<file path="config.mk">
export PLATFORM = sky130hd
export DESIGN_NAME = three_address_evaluator_top
export DESIGN_NICKNAME = d
export VERILOG_FILES = /design/src/rtl/tae_pkg.sv /design/src/rtl/three_address_evaluator_top.sv
export SDC_FILE = /design/constraint.sdc
export NUM_CORES = 2
export LEC_CHECK = 0
export BUFFER_PORTS_ARGS = -buffer_cell sky130_fd_sc_hd__clkbuf_2
export CAP_MARGIN = 20
export CORE_MARGIN = 2
export CORE_UTILIZATION = 46
export DETAILED_ROUTE_END_ITERATION = 10
export REMOVE_ABC_BUFFERS = 1
export SLEW_MARGIN = 20
export SYNTH_ARGS = -nofsm -noshare
export SYNTH_HDL_FRONTEND = slang
export SYNTH_SLANG_ARGS = --single-unit
</file>
<file path="constraint.sdc">
create_clock -name aclk -period 4.9 [get_ports aclk]
set_clock_uncertainty 0.15 [all_clocks]
set_input_delay 0.245 -clock aclk [delete_from_list [all_inputs] [get_ports aclk]]
set_output_delay 0.245 -clock aclk [all_outputs]
set_load 0.05 [all_outputs]
</file>
<file path="src/rtl/tae_pkg.sv">
// shared constants and helpers for the three-address evaluator
package tae_pkg;

    localparam int NUM_VARS = 26;
    localparam int DATA_W   = 32;
    localparam int IDX_W    = $clog2(NUM_VARS);
    localparam int CNT_W    = $clog2(DATA_W);

    // field widths on the stream ports
    localparam int FLD_W     = 32;
    localparam int VAR_FLD_W = 5;
    localparam int OP_W      = 3;
    localparam int STAT_W    = 2;
    localparam int S_TDATA_W = 80;
    localparam int M_TDATA_W = 40;

    // operator codes
    localparam logic [OP_W-1:0] OP_ADD = 3'd0;
    localparam logic [OP_W-1:0] OP_SUB = 3'd1;
    localparam logic [OP_W-1:0] OP_MUL = 3'd2;
    localparam logic [OP_W-1:0] OP_DIV = 3'd3;

    // result status codes
    localparam logic [STAT_W-1:0] ST_STORED  = 2'd0;
    localparam logic [STAT_W-1:0] ST_BAD_OP  = 2'd1;
    localparam logic [STAT_W-1:0] ST_DIV_ZERO = 2'd2;

    // clamp a raw index to the last variable
    function automatic logic [IDX_W-1:0] sat_idx(input logic [FLD_W-1:0] raw);
        if (raw >= FLD_W'(NUM_VARS)) begin
            return IDX_W'(NUM_VARS - 1);
        end
        return raw[IDX_W-1:0];
    endfunction

    // sign-extend a 32-bit immediate, then wrap to the data width
    function automatic logic [DATA_W-1:0] imm_to_data(input logic [FLD_W-1:0] v);
        logic [63:0] w;
        w = {{32{v[FLD_W-1]}}, v};
        return w[DATA_W-1:0];
    endfunction

    // wrap a stored value to the 32-bit result field
    function automatic logic [FLD_W-1:0] data_to_fld(input logic [DATA_W-1:0] v);
        logic [63:0] w;
        w = 64'(v);
        return w[FLD_W-1:0];
    endfunction

endpackage

</file>
<file path="src/rtl/three_address_evaluator_top.sv">
// three-address evaluator: variable store with bit-serial add, sub, mul and div
// path from input beat to result beat: fetch, setup, DATA_W serial steps of the shared datapath
// and writeback for add, sub and mul, with a sign fix between the serial steps and writeback for div;
// a move, an invalid operator or a divide by zero goes from setup straight to writeback
// one beat in flight at a time: next input beat can be taken from the cycle after the result is queued
// aresetn (sync, active low) clears the fsm, the output valid flag and all variable valid bits
module three_address_evaluator_top (
    input  logic                          aclk,
    input  logic                          aresetn,
    // input channel
    input  logic                          s_tvalid,
    output logic                          s_tready,
    // dest_var[4:0], op_code[7:5], src1_is_var[8], src1[40:9], src2_is_var[41],
    // src2[73:42], zero pad[79:74]
    input  logic [tae_pkg::S_TDATA_W-1:0] s_tdata,
    // kind[0]
    input  logic                          s_tuser,
    // result channel
    output logic                          m_tvalid,
    input  logic                          m_tready,
    // status[1:0], out_var[6:2], out_value[38:7], zero pad[39]
    output logic [tae_pkg::M_TDATA_W-1:0] m_tdata
);

    localparam int DW = tae_pkg::DATA_W;
    localparam int IW = tae_pkg::IDX_W;
    localparam int CW = tae_pkg::CNT_W;

    typedef enum logic [2:0] {
        S_IDLE,
        S_FETCH,
        S_SETUP,
        S_RUN,
        S_FIX,
        S_WB
    } state_t;

    // input beat unpacking
    logic [tae_pkg::VAR_FLD_W-1:0] in_dest;
    logic [tae_pkg::OP_W-1:0]      in_op;
    logic                          in_s1v;
    logic [tae_pkg::FLD_W-1:0]     in_src1;
    logic                          in_s2v;
    logic [tae_pkg::FLD_W-1:0]     in_src2;
    logic [IW-1:0]                 in_idx1;
    logic [IW-1:0]                 in_idx2;
    logic                          in_beat;

    assign in_dest = s_tdata[4:0];
    assign in_op   = s_tdata[7:5];
    assign in_s1v  = s_tdata[8];
    assign in_src1 = s_tdata[40:9];
    assign in_s2v  = s_tdata[41];
    assign in_src2 = s_tdata[73:42];
    assign in_idx1 = tae_pkg::sat_idx(in_src1);
    assign in_idx2 = tae_pkg::sat_idx(in_src2);

    // variable store; an entry never written reads as zero via its valid bit
    logic [DW-1:0]       mem [tae_pkg::NUM_VARS];
    logic [tae_pkg::NUM_VARS-1:0] vld_reg;
    logic [DW-1:0]       rd1_reg, rd2_reg;
    logic                rd1_vld_reg, rd2_vld_reg;

    // item registers
    state_t              state_reg;
    logic                kind_reg;
    logic [tae_pkg::OP_W-1:0] op_reg;
    logic [IW-1:0]       dest_reg;
    logic                s1v_reg, s2v_reg;
    logic [DW-1:0]       imm1_reg, imm2_reg;

    // serial datapath: a and b shift, res or rem collects
    logic [DW-1:0]       a_reg, b_reg, res_reg, rem_reg;
    logic                carry_reg;
    logic                neg_reg;
    logic [CW-1:0]       cnt_reg;
    logic [tae_pkg::STAT_W-1:0] status_reg;

    // output register
    logic                m_valid_reg;
    logic [tae_pkg::M_TDATA_W-1:0] m_data_reg;

    // one serial step of add, subtract and divide
    logic                sum_bit, b_bit, carry_next;
    logic [DW:0]         trial, diff;
    logic                q_bit;
    logic                last_step;
    logic                out_free;

    assign s_tready = (state_reg == S_IDLE);
    assign in_beat  = s_tvalid && s_tready;
    assign m_tvalid = m_valid_reg;
    assign m_tdata  = m_data_reg;
    assign out_free = !m_valid_reg || m_tready;

    always_comb begin
        // add and subtract: one bit per cycle, lsb first
        b_bit      = b_reg[0] ^ (op_reg == tae_pkg::OP_SUB);
        sum_bit    = a_reg[0] ^ b_bit ^ carry_reg;
        carry_next = (a_reg[0] & b_bit) | (a_reg[0] & carry_reg) | (b_bit & carry_reg);
        // restoring divide: one quotient bit per cycle, msb first
        trial      = {rem_reg, a_reg[DW-1]};
        diff       = trial - {1'b0, b_reg};
        q_bit      = !diff[DW];
        last_step  = (cnt_reg == CW'(DW - 1));
    end

    // store write and registered reads
    always_ff @(posedge aclk) begin
        if (in_beat) begin
            rd1_reg <= mem[in_idx1];
            rd2_reg <= mem[in_idx2];
        end
        if (state_reg == S_WB && out_free && status_reg == tae_pkg::ST_STORED) begin
            mem[dest_reg] <= res_reg;
        end
    end

    always_ff @(posedge aclk) begin
        if (!aresetn) begin
            vld_reg     <= '0;
            rd1_vld_reg <= 1'b0;
            rd2_vld_reg <= 1'b0;
        end else begin
            if (in_beat) begin
                rd1_vld_reg <= vld_reg[in_idx1];
                rd2_vld_reg <= vld_reg[in_idx2];
            end
            if (state_reg == S_WB && out_free && status_reg == tae_pkg::ST_STORED) begin
                vld_reg[dest_reg] <= 1'b1;
            end
        end
    end

    // sequencer and registered outputs
    always_ff @(posedge aclk) begin
        if (!aresetn) begin
            state_reg   <= S_IDLE;
            m_valid_reg <= 1'b0;
        end else begin
            // result beat is queued from writeback, dropped once taken
            if (state_reg == S_WB && out_free) begin
                m_valid_reg <= 1'b1;
            end else if (m_valid_reg && m_tready) begin
                m_valid_reg <= 1'b0;
            end
            case (state_reg)
                S_IDLE: begin
                    if (s_tvalid) begin
                        kind_reg  <= s_tuser;
                        op_reg    <= in_op;
                        dest_reg  <= tae_pkg::sat_idx(tae_pkg::FLD_W'(in_dest));
                        s1v_reg   <= in_s1v;
                        s2v_reg   <= in_s2v;
                        imm1_reg  <= tae_pkg::imm_to_data(in_src1);
                        imm2_reg  <= tae_pkg::imm_to_data(in_src2);
                        state_reg <= S_FETCH;
                    end
                end
                S_FETCH: begin
                    a_reg     <= s1v_reg ? (rd1_vld_reg ? rd1_reg : '0) : imm1_reg;
                    b_reg     <= s2v_reg ? (rd2_vld_reg ? rd2_reg : '0) : imm2_reg;
                    state_reg <= S_SETUP;
                end
                S_SETUP: begin
                    cnt_reg    <= '0;
                    rem_reg    <= '0;
                    carry_reg  <= (op_reg == tae_pkg::OP_SUB);
                    if (kind_reg) begin
                        // move of the first operand
                        res_reg    <= a_reg;
                        status_reg <= tae_pkg::ST_STORED;
                        state_reg  <= S_WB;
                    end else begin
                        res_reg <= '0;
                        case (op_reg)
                            tae_pkg::OP_ADD, tae_pkg::OP_SUB, tae_pkg::OP_MUL: begin
                                status_reg <= tae_pkg::ST_STORED;
                                state_reg  <= S_RUN;
                            end
                            tae_pkg::OP_DIV: begin
                                if (b_reg == '0) begin
                                    status_reg <= tae_pkg::ST_DIV_ZERO;
                                    state_reg  <= S_WB;
                                end else begin
                                    // divide magnitudes, fix the sign at the end
                                    status_reg <= tae_pkg::ST_STORED;
                                    a_reg      <= a_reg[DW-1] ? (~a_reg + 1'b1) : a_reg;
                                    b_reg      <= b_reg[DW-1] ? (~b_reg + 1'b1) : b_reg;
                                    neg_reg    <= a_reg[DW-1] ^ b_reg[DW-1];
                                    state_reg  <= S_RUN;
                                end
                            end
                            default: begin
                                status_reg <= tae_pkg::ST_BAD_OP;
                                state_reg  <= S_WB;
                            end
                        endcase
                    end
                end
                S_RUN: begin
                    cnt_reg <= cnt_reg + 1'b1;
                    case (op_reg)
                        tae_pkg::OP_MUL: begin
                            // shift-add, low DW bits of the product
                            res_reg <= res_reg + (b_reg[0] ? a_reg : '0);
                            a_reg   <= {a_reg[DW-2:0], 1'b0};
                            b_reg   <= {1'b0, b_reg[DW-1:1]};
                        end
                        tae_pkg::OP_DIV: begin
                            // quotient bits shift into a as dividend bits leave
                            rem_reg <= q_bit ? diff[DW-1:0] : trial[DW-1:0];
                            a_reg   <= {a_reg[DW-2:0], q_bit};
                        end
                        default: begin
                            res_reg   <= {sum_bit, res_reg[DW-1:1]};
                            carry_reg <= carry_next;
                            a_reg     <= {1'b0, a_reg[DW-1:1]};
                            b_reg     <= {1'b0, b_reg[DW-1:1]};
                        end
                    endcase
                    if (last_step) begin
                        state_reg <= (op_reg == tae_pkg::OP_DIV) ? S_FIX : S_WB;
                    end
                end
                S_FIX: begin
                    // most negative / -1 comes out as the most negative value
                    res_reg   <= neg_reg ? (~a_reg + 1'b1) : a_reg;
                    state_reg <= S_WB;
                end
                S_WB: begin
                    if (out_free) begin
                        m_data_reg  <= {1'b0,
                                        (status_reg == tae_pkg::ST_STORED) ?
                                            tae_pkg::data_to_fld(res_reg) : '0,
                                        tae_pkg::VAR_FLD_W'(dest_reg),
                                        status_reg};
                        state_reg   <= S_IDLE;
                    end
                end
                default: begin
                    state_reg <= S_IDLE;
                end
            endcase
        end
    end

endmodule

</file>
# Word level (Yosys, flattened, before mapping)
# Memories as Yosys holds them, arrays and structs flattened. A register that Yosys moved wholly into a read port is not among the register bits.
# Cells that the tools add are included.
# totals
input_bits,85
reg_bits,283
word_cells,161
out_inout_bits,42
memories,1
mem_bits_rw,832
# mem_list
name,words,width,read_ports,rd_ports_with_merged_regs,write_ports,line,text
mem,26,32,2,2,1,three_address_evaluator_top.sv:59,logic [DW-1:0] mem [tae_pkg::NUM_VARS];
# classes
mux,59
n_reduce_logical,31
addsub,5
eq_ne,20
bitwise,14
order_cmp,7
# ops
operator,count
2-to-1 mux 32 bit,18
case mux 32 bit (3 select lines),3
case mux 32 bit (2 select lines),3
adder 32 x 1 -> 32 bit (second input constant),2
>= comparator 32 x 5 -> 1 bit (second input constant),2
NOT 32 bit,2
subtractor 33 x 32 -> 33 bit,1
adder 32 bit,1
logical NOT 32 bit,1
2-to-1 mux 5 bit,6
OR 26 bit,1
!= test 2 bit (second input constant),11
< comparator 5 x 6 -> 1 bit (second input constant),3
case mux 3 bit (6 select lines),1
AND reduction 3 bit,6
2-to-1 mux 1 bit,15
2-to-1 mux 3 bit,5
== test 3 x 2 -> 1 bit (second input constant),4
AND reduction 6 bit,2
binary-select mux 1 bit (select 5 bit),2
case mux 5 bit (2 select lines),1
AND reduction 5 bit,2
AND reduction 7 bit,1
== test 3 x 1 -> 1 bit (second input constant),2
other kinds (24),41

# Logic depth before layout (Yosys ltp)
# logic_depth
ltp_word,7
depth_mapped,14
mapped_depth_nobuf,14

# Worst setup path after synthesis
# No wires, ideal clock.
# synth_path
path_kind,flip-flop to flip-flop
start,register state_reg[1]
end,register rd2_vld_reg
setup_time_ps,243
n_path_buf,2
stages_incl_launch_ff,10
setup_slack_ps,85
period_less_slack_ps,4815
arrival_time_ps,4422
path_cell_list,dfxtp_1 -> clkbuf_1 -> nor3_1 -> and2_1 -> clkbuf_1 -> nand2_1 -> a311oi_1 -> nand3_1 -> o2111ai_1 -> a31oi_1
# synth_via
elab_chain_cells,2
# synth_rtl
item,line,text
from (decl),three_address_evaluator_top.sv:65,state_t state_reg;
from (signal assigned),three_address_evaluator_top.sv:223,state_reg <= (op_reg == tae_pkg::OP_DIV) ? S_FIX : S_WB;
logical NOT 3 bit,three_address_evaluator_top.sv:90,assign s_tready = (state_reg == S_IDLE);
named net s_tready,three_address_evaluator_top.sv:12,"output logic s_tready,"
logical AND 1 bit,three_address_evaluator_top.sv:91,assign in_beat = s_tvalid && s_tready;
named net in_beat,three_address_evaluator_top.sv:47,logic in_beat;
to (signal assigned),three_address_evaluator_top.sv:127,rd2_vld_reg <= vld_reg[in_idx2];
to (decl),three_address_evaluator_top.sv:62,"logic rd1_vld_reg, rd2_vld_reg;"
# The timed path passes the listed nets, and every way through them passes these cells.
# A chain may end at the register's enable or synchronous reset.

# Final worst setup path
# layout_path
start,input s_tdata[25] (netlist name)
end,"register rd1_reg[10] (read register of mem), data pin"
# layout_via
elab_chain_cells,3
# layout_rtl
item,line,text
from (decl),three_address_evaluator_top.sv:15,"input logic [tae_pkg::S_TDATA_W-1:0] s_tdata,"
>= comparator 32 x 5 -> 1 bit,tae_pkg.sv:30,if (raw >= FLD_W'(NUM_VARS)) begin
2-to-1 mux 1 bit,tae_pkg.sv:30,
2-to-1 mux 5 bit,tae_pkg.sv:33,return raw[IDX_W-1:0];
to (decl),three_address_evaluator_top.sv:61,"logic [DW-1:0] rd1_reg, rd2_reg;"
# Every way passes these cells.

==> results.ini <==
[run_status]
status=complete, no violations

[worst_hold_path]
hp-class=in2reg
min_to=imm1_reg[19]
hold_path_startpoint=s_tdata[28]
hold-path-cell-count=2

[pwr]
power_w=0.0234
peakVddDrop_mv=0.228
leakage_nw=24.0
p_per_area_nw_per_um2=337

[final_layout]
largest_register=mem
largest_reg_flops=832
area_delta_synth_final_pct=13.5
final_cells=7646
nets=5936
drive_gt1_frac=0.103
fin_util=0.527
fill_cells=11300

[critical_path]
rr_worst_depth=12
worstSetupEndpointType=register
critical_path.max_fanout=40
arrival_ps=4390
r2r-end=res_reg[27]
reg2reg_slack_ps=870
r2r-start=b_reg[0]
start_kind=input pin
crit_required_ps=5260
path_class=in2reg

[placed_design]
placed_cells=7314
dpl.hpwl_mm=133
io_buffers=119
dp_slack_ps=734
gp_congestion=0.919

[synthesis]
synthArstFlopShare=0
ys_ff_latch=1179
ys_types=90
synth_edf_count=1147
syn_inst=5729
syn_avg_cell_area_um2=10.7
syn_area_um2=61100
synth_warnings=0
ys_seq_area_frac=0.575
synth_top_flop_cell=edfxtp_1

[floorplanning]
die_h_um=368
num_io_pins=127
die_area_um2=136000
core-area_um2=132000
placementRows=133
die_w_um=368
start_util=0.464

[global_routing]
grt_max_degree=110
antenna_found_initial=11
overflow=0
grt_pass1_wl_mm=324
grt_use_total=0.327
first_global_vias=47000

[sta]
rsz0062_at_grt=no
clock.fmax_mhz=248
layout_setup_ws_ps=867
timing.final.hold_violations=0
post-route-min-period_ps=4030
tightest_slew_ps=1190
min_period_over_period=0.823
drv_slew=0
fin_setup_tns_ps=0
setup-violations-final=0
maxSlewHeadroom=0.207

[clock_network]
clkSinkCount=1179
worstSkewPairLatency_ps=790
cts_root_buf=clkbuf_16
clockBufferDepth=3
cts_resized=0
h-tree-depth=4
cts_made_buffers=134
clkTransAtPathRegs_ps=50
cts_tree=built

[drt]
drt_iter0_markers=6861
ant_nets=0
routed_wl_mm=227
drc_errors=0
viasPerCell=6.62
first_pass_iters=8
via_count=50600
wl_per_cell_um=29.7

[flow_run]
timing.max_cap.violations=0

==> how the worst max path moves through the flow <==
stage,start,to,cells past startpoint
detailed placement,s_tdata[26],rd1_reg[11],12
global placement,s_tdata[26],rd1_reg[10],12
CTS,s_tdata[26],rd1_reg[10],13
finish,s_tdata[25],rd1_reg[10],13
floorplan,s_tdata[73],rd2_reg[0],8
global route,b_reg[0],res_reg[27],12
==> synth_stat cells, types with 48 or more instances <==
| library cell | count | area (um^2) |
|---|---|---|
| edfxtp_1 | 1147 | 34400 |
| inv_1 | 101 | 379 |
| o21ai_0 | 118 | 591 |
| o31ai_1 | 71 | 533 |
| a22oi_1 | 48 | 360 |
| nor3_1 | 120 | 601 |
| mux2i_1 | 143 | 1430 |
| nand2b_1 | 60 | 375 |
| a21oi_1 | 208 | 1040 |
| nand3_1 | 330 | 1650 |
| o221ai_1 | 103 | 902 |
| o211ai_1 | 147 | 1100 |
| and2_1 | 104 | 651 |
| nor4_1 | 50 | 313 |
| clkbuf_1 | 358 | 1340 |
| xnor2_1 | 61 | 534 |
| nor2_1 | 224 | 841 |
| a31oi_1 | 104 | 651 |
| buf_2 | 77 | 385 |
| nand2_1 | 1090 | 4090 |
| or3_1 | 86 | 538 |
| a211oi_1 | 233 | 1750 |
| and3_1 | 147 | 920 |
| ha_1 | 69 | 863 |
==> routing by layer <==
layer / GRT usage / wire length (um) / vias to the layer above
li1: - / - / 21800
met1: 0.442 / 88200 / 24900
met2: 0.500 / 101000 / 3291
met3: 0.0720 / 26700 / 614
met4: 0.159 / 11100 / 2
met5: 0 / 12 / -
==> cell type report <==
type	instances	area, um^2	area share
Multi-Input combinational cell	3966	24000	0.346
Timing Repair Buffer	396	3410	0.0492
Clock inverter	60	523	0.00754
Antenna cell	5	12.5	0.000180
Sequential cell	1179	35100	0.506
Clock buffer	183	3720	0.0536
Inverter	102	388	0.00559
Tap cell	1755	2200	0.0317
==> cells in the final DEF (no fill, tap or decap), types with 19 or more instances in the layout <==
| master | n |
|---|---|
| edfxtp_1 | 1147 |
| nand2_1 | 1085 |
| nand3_1 | 329 |
| a211oi_1 | 232 |
| a21oi_1 | 207 |
| nor2_1 | 202 |
| buf_4 | 157 |
| o211ai_1 | 147 |
| and3_1 | 146 |
| mux2i_1 | 143 |
| clkbuf_16 | 142 |
| o21ai_0 | 118 |
| clkbuf_2 | 115 |
| nor3_1 | 109 |
| a31oi_1 | 104 |
| o221ai_1 | 103 |
| and2_1 | 101 |
| inv_1 | 100 |
| or3_1 | 86 |
| dlygate4sd3_1 | 81 |
| o31ai_1 | 71 |
| ha_1 | 69 |
| xnor2_1 | 61 |
| nand2b_1 | 59 |
| nor4_1 | 50 |
| a22oi_1 | 48 |
| o21a_1 | 40 |
| o311ai_0 | 40 |
| clkbuf_1 | 40 |
| buf_12 | 38 |
| a221oi_1 | 35 |
| a311oi_1 | 35 |
| a311o_1 | 33 |
| a2bb2oi_1 | 31 |
| dfxtp_1 | 31 |
| xor2_1 | 26 |
| nor2_4 | 25 |
| clkinv_2 | 23 |
| a21o_1 | 22 |
| clkinv_1 | 19 |
==> report_power, final <==
group / total, W / switching, W / internal [W] / leakage, nW
combinational: 0.00185 / 0.00122 / 0.000629 / 11.3
sequential: 0.0117 / 0.000306 / 0.0114 / 10.7
clock: 0.00988 / 0.00419 / 0.00569 / 2.07
==> metrics by stage <==
step	hold slack [ps]	cell area (um^2)
2_1_floorplan	194	59100
3_3_place_gp	278	64200
3_5_place_dp	275	64200
4_1_cts	1.46	69300
5_1_grt	20.2	69300
6_report	41.8	69300
==> critical path, stage by stage <==
cell and delay, ps:
dlygate4sd3_1 530, clkbuf_2 160, nor3_1 660, o21ai_1 290, nor4_4 660, nand2_4 490
buf_12 350, buf_4 230, nand2_1 80, nand3_1 70, a311o_1 360, o211ai_1 100
o31ai_1 100
==> cell families (layout without fill, tap and decap cells) <==
kind of cell | Yosys count | after routing | share of synthesized area
buffers and inverters | 584 | 741 | 0.0384
flip-flops | 1179 | 1179 | 0.575
AND/OR/NAND/NOR | 2311 | 2311 | 0.177
other | 1 | 6 | 0.0000614
adder cells (fa/ha/maj) | 72 | 72 | 0.0151
multiplexers | 152 | 152 | 0.0255
AO/OA/AOI/OAI | 1343 | 1343 | 0.157
XOR/XNOR | 87 | 87 | 0.0125
==> what timing repair did <==
action | CTS | global route
endpoints found under the hold margin | 110 | 0
hold buffers | 81 | 0
buffers inserted | 0 | 0
endpoints found under the setup margin | 0 | 0
No activity file was read; power rests on OpenSTA's default activity.
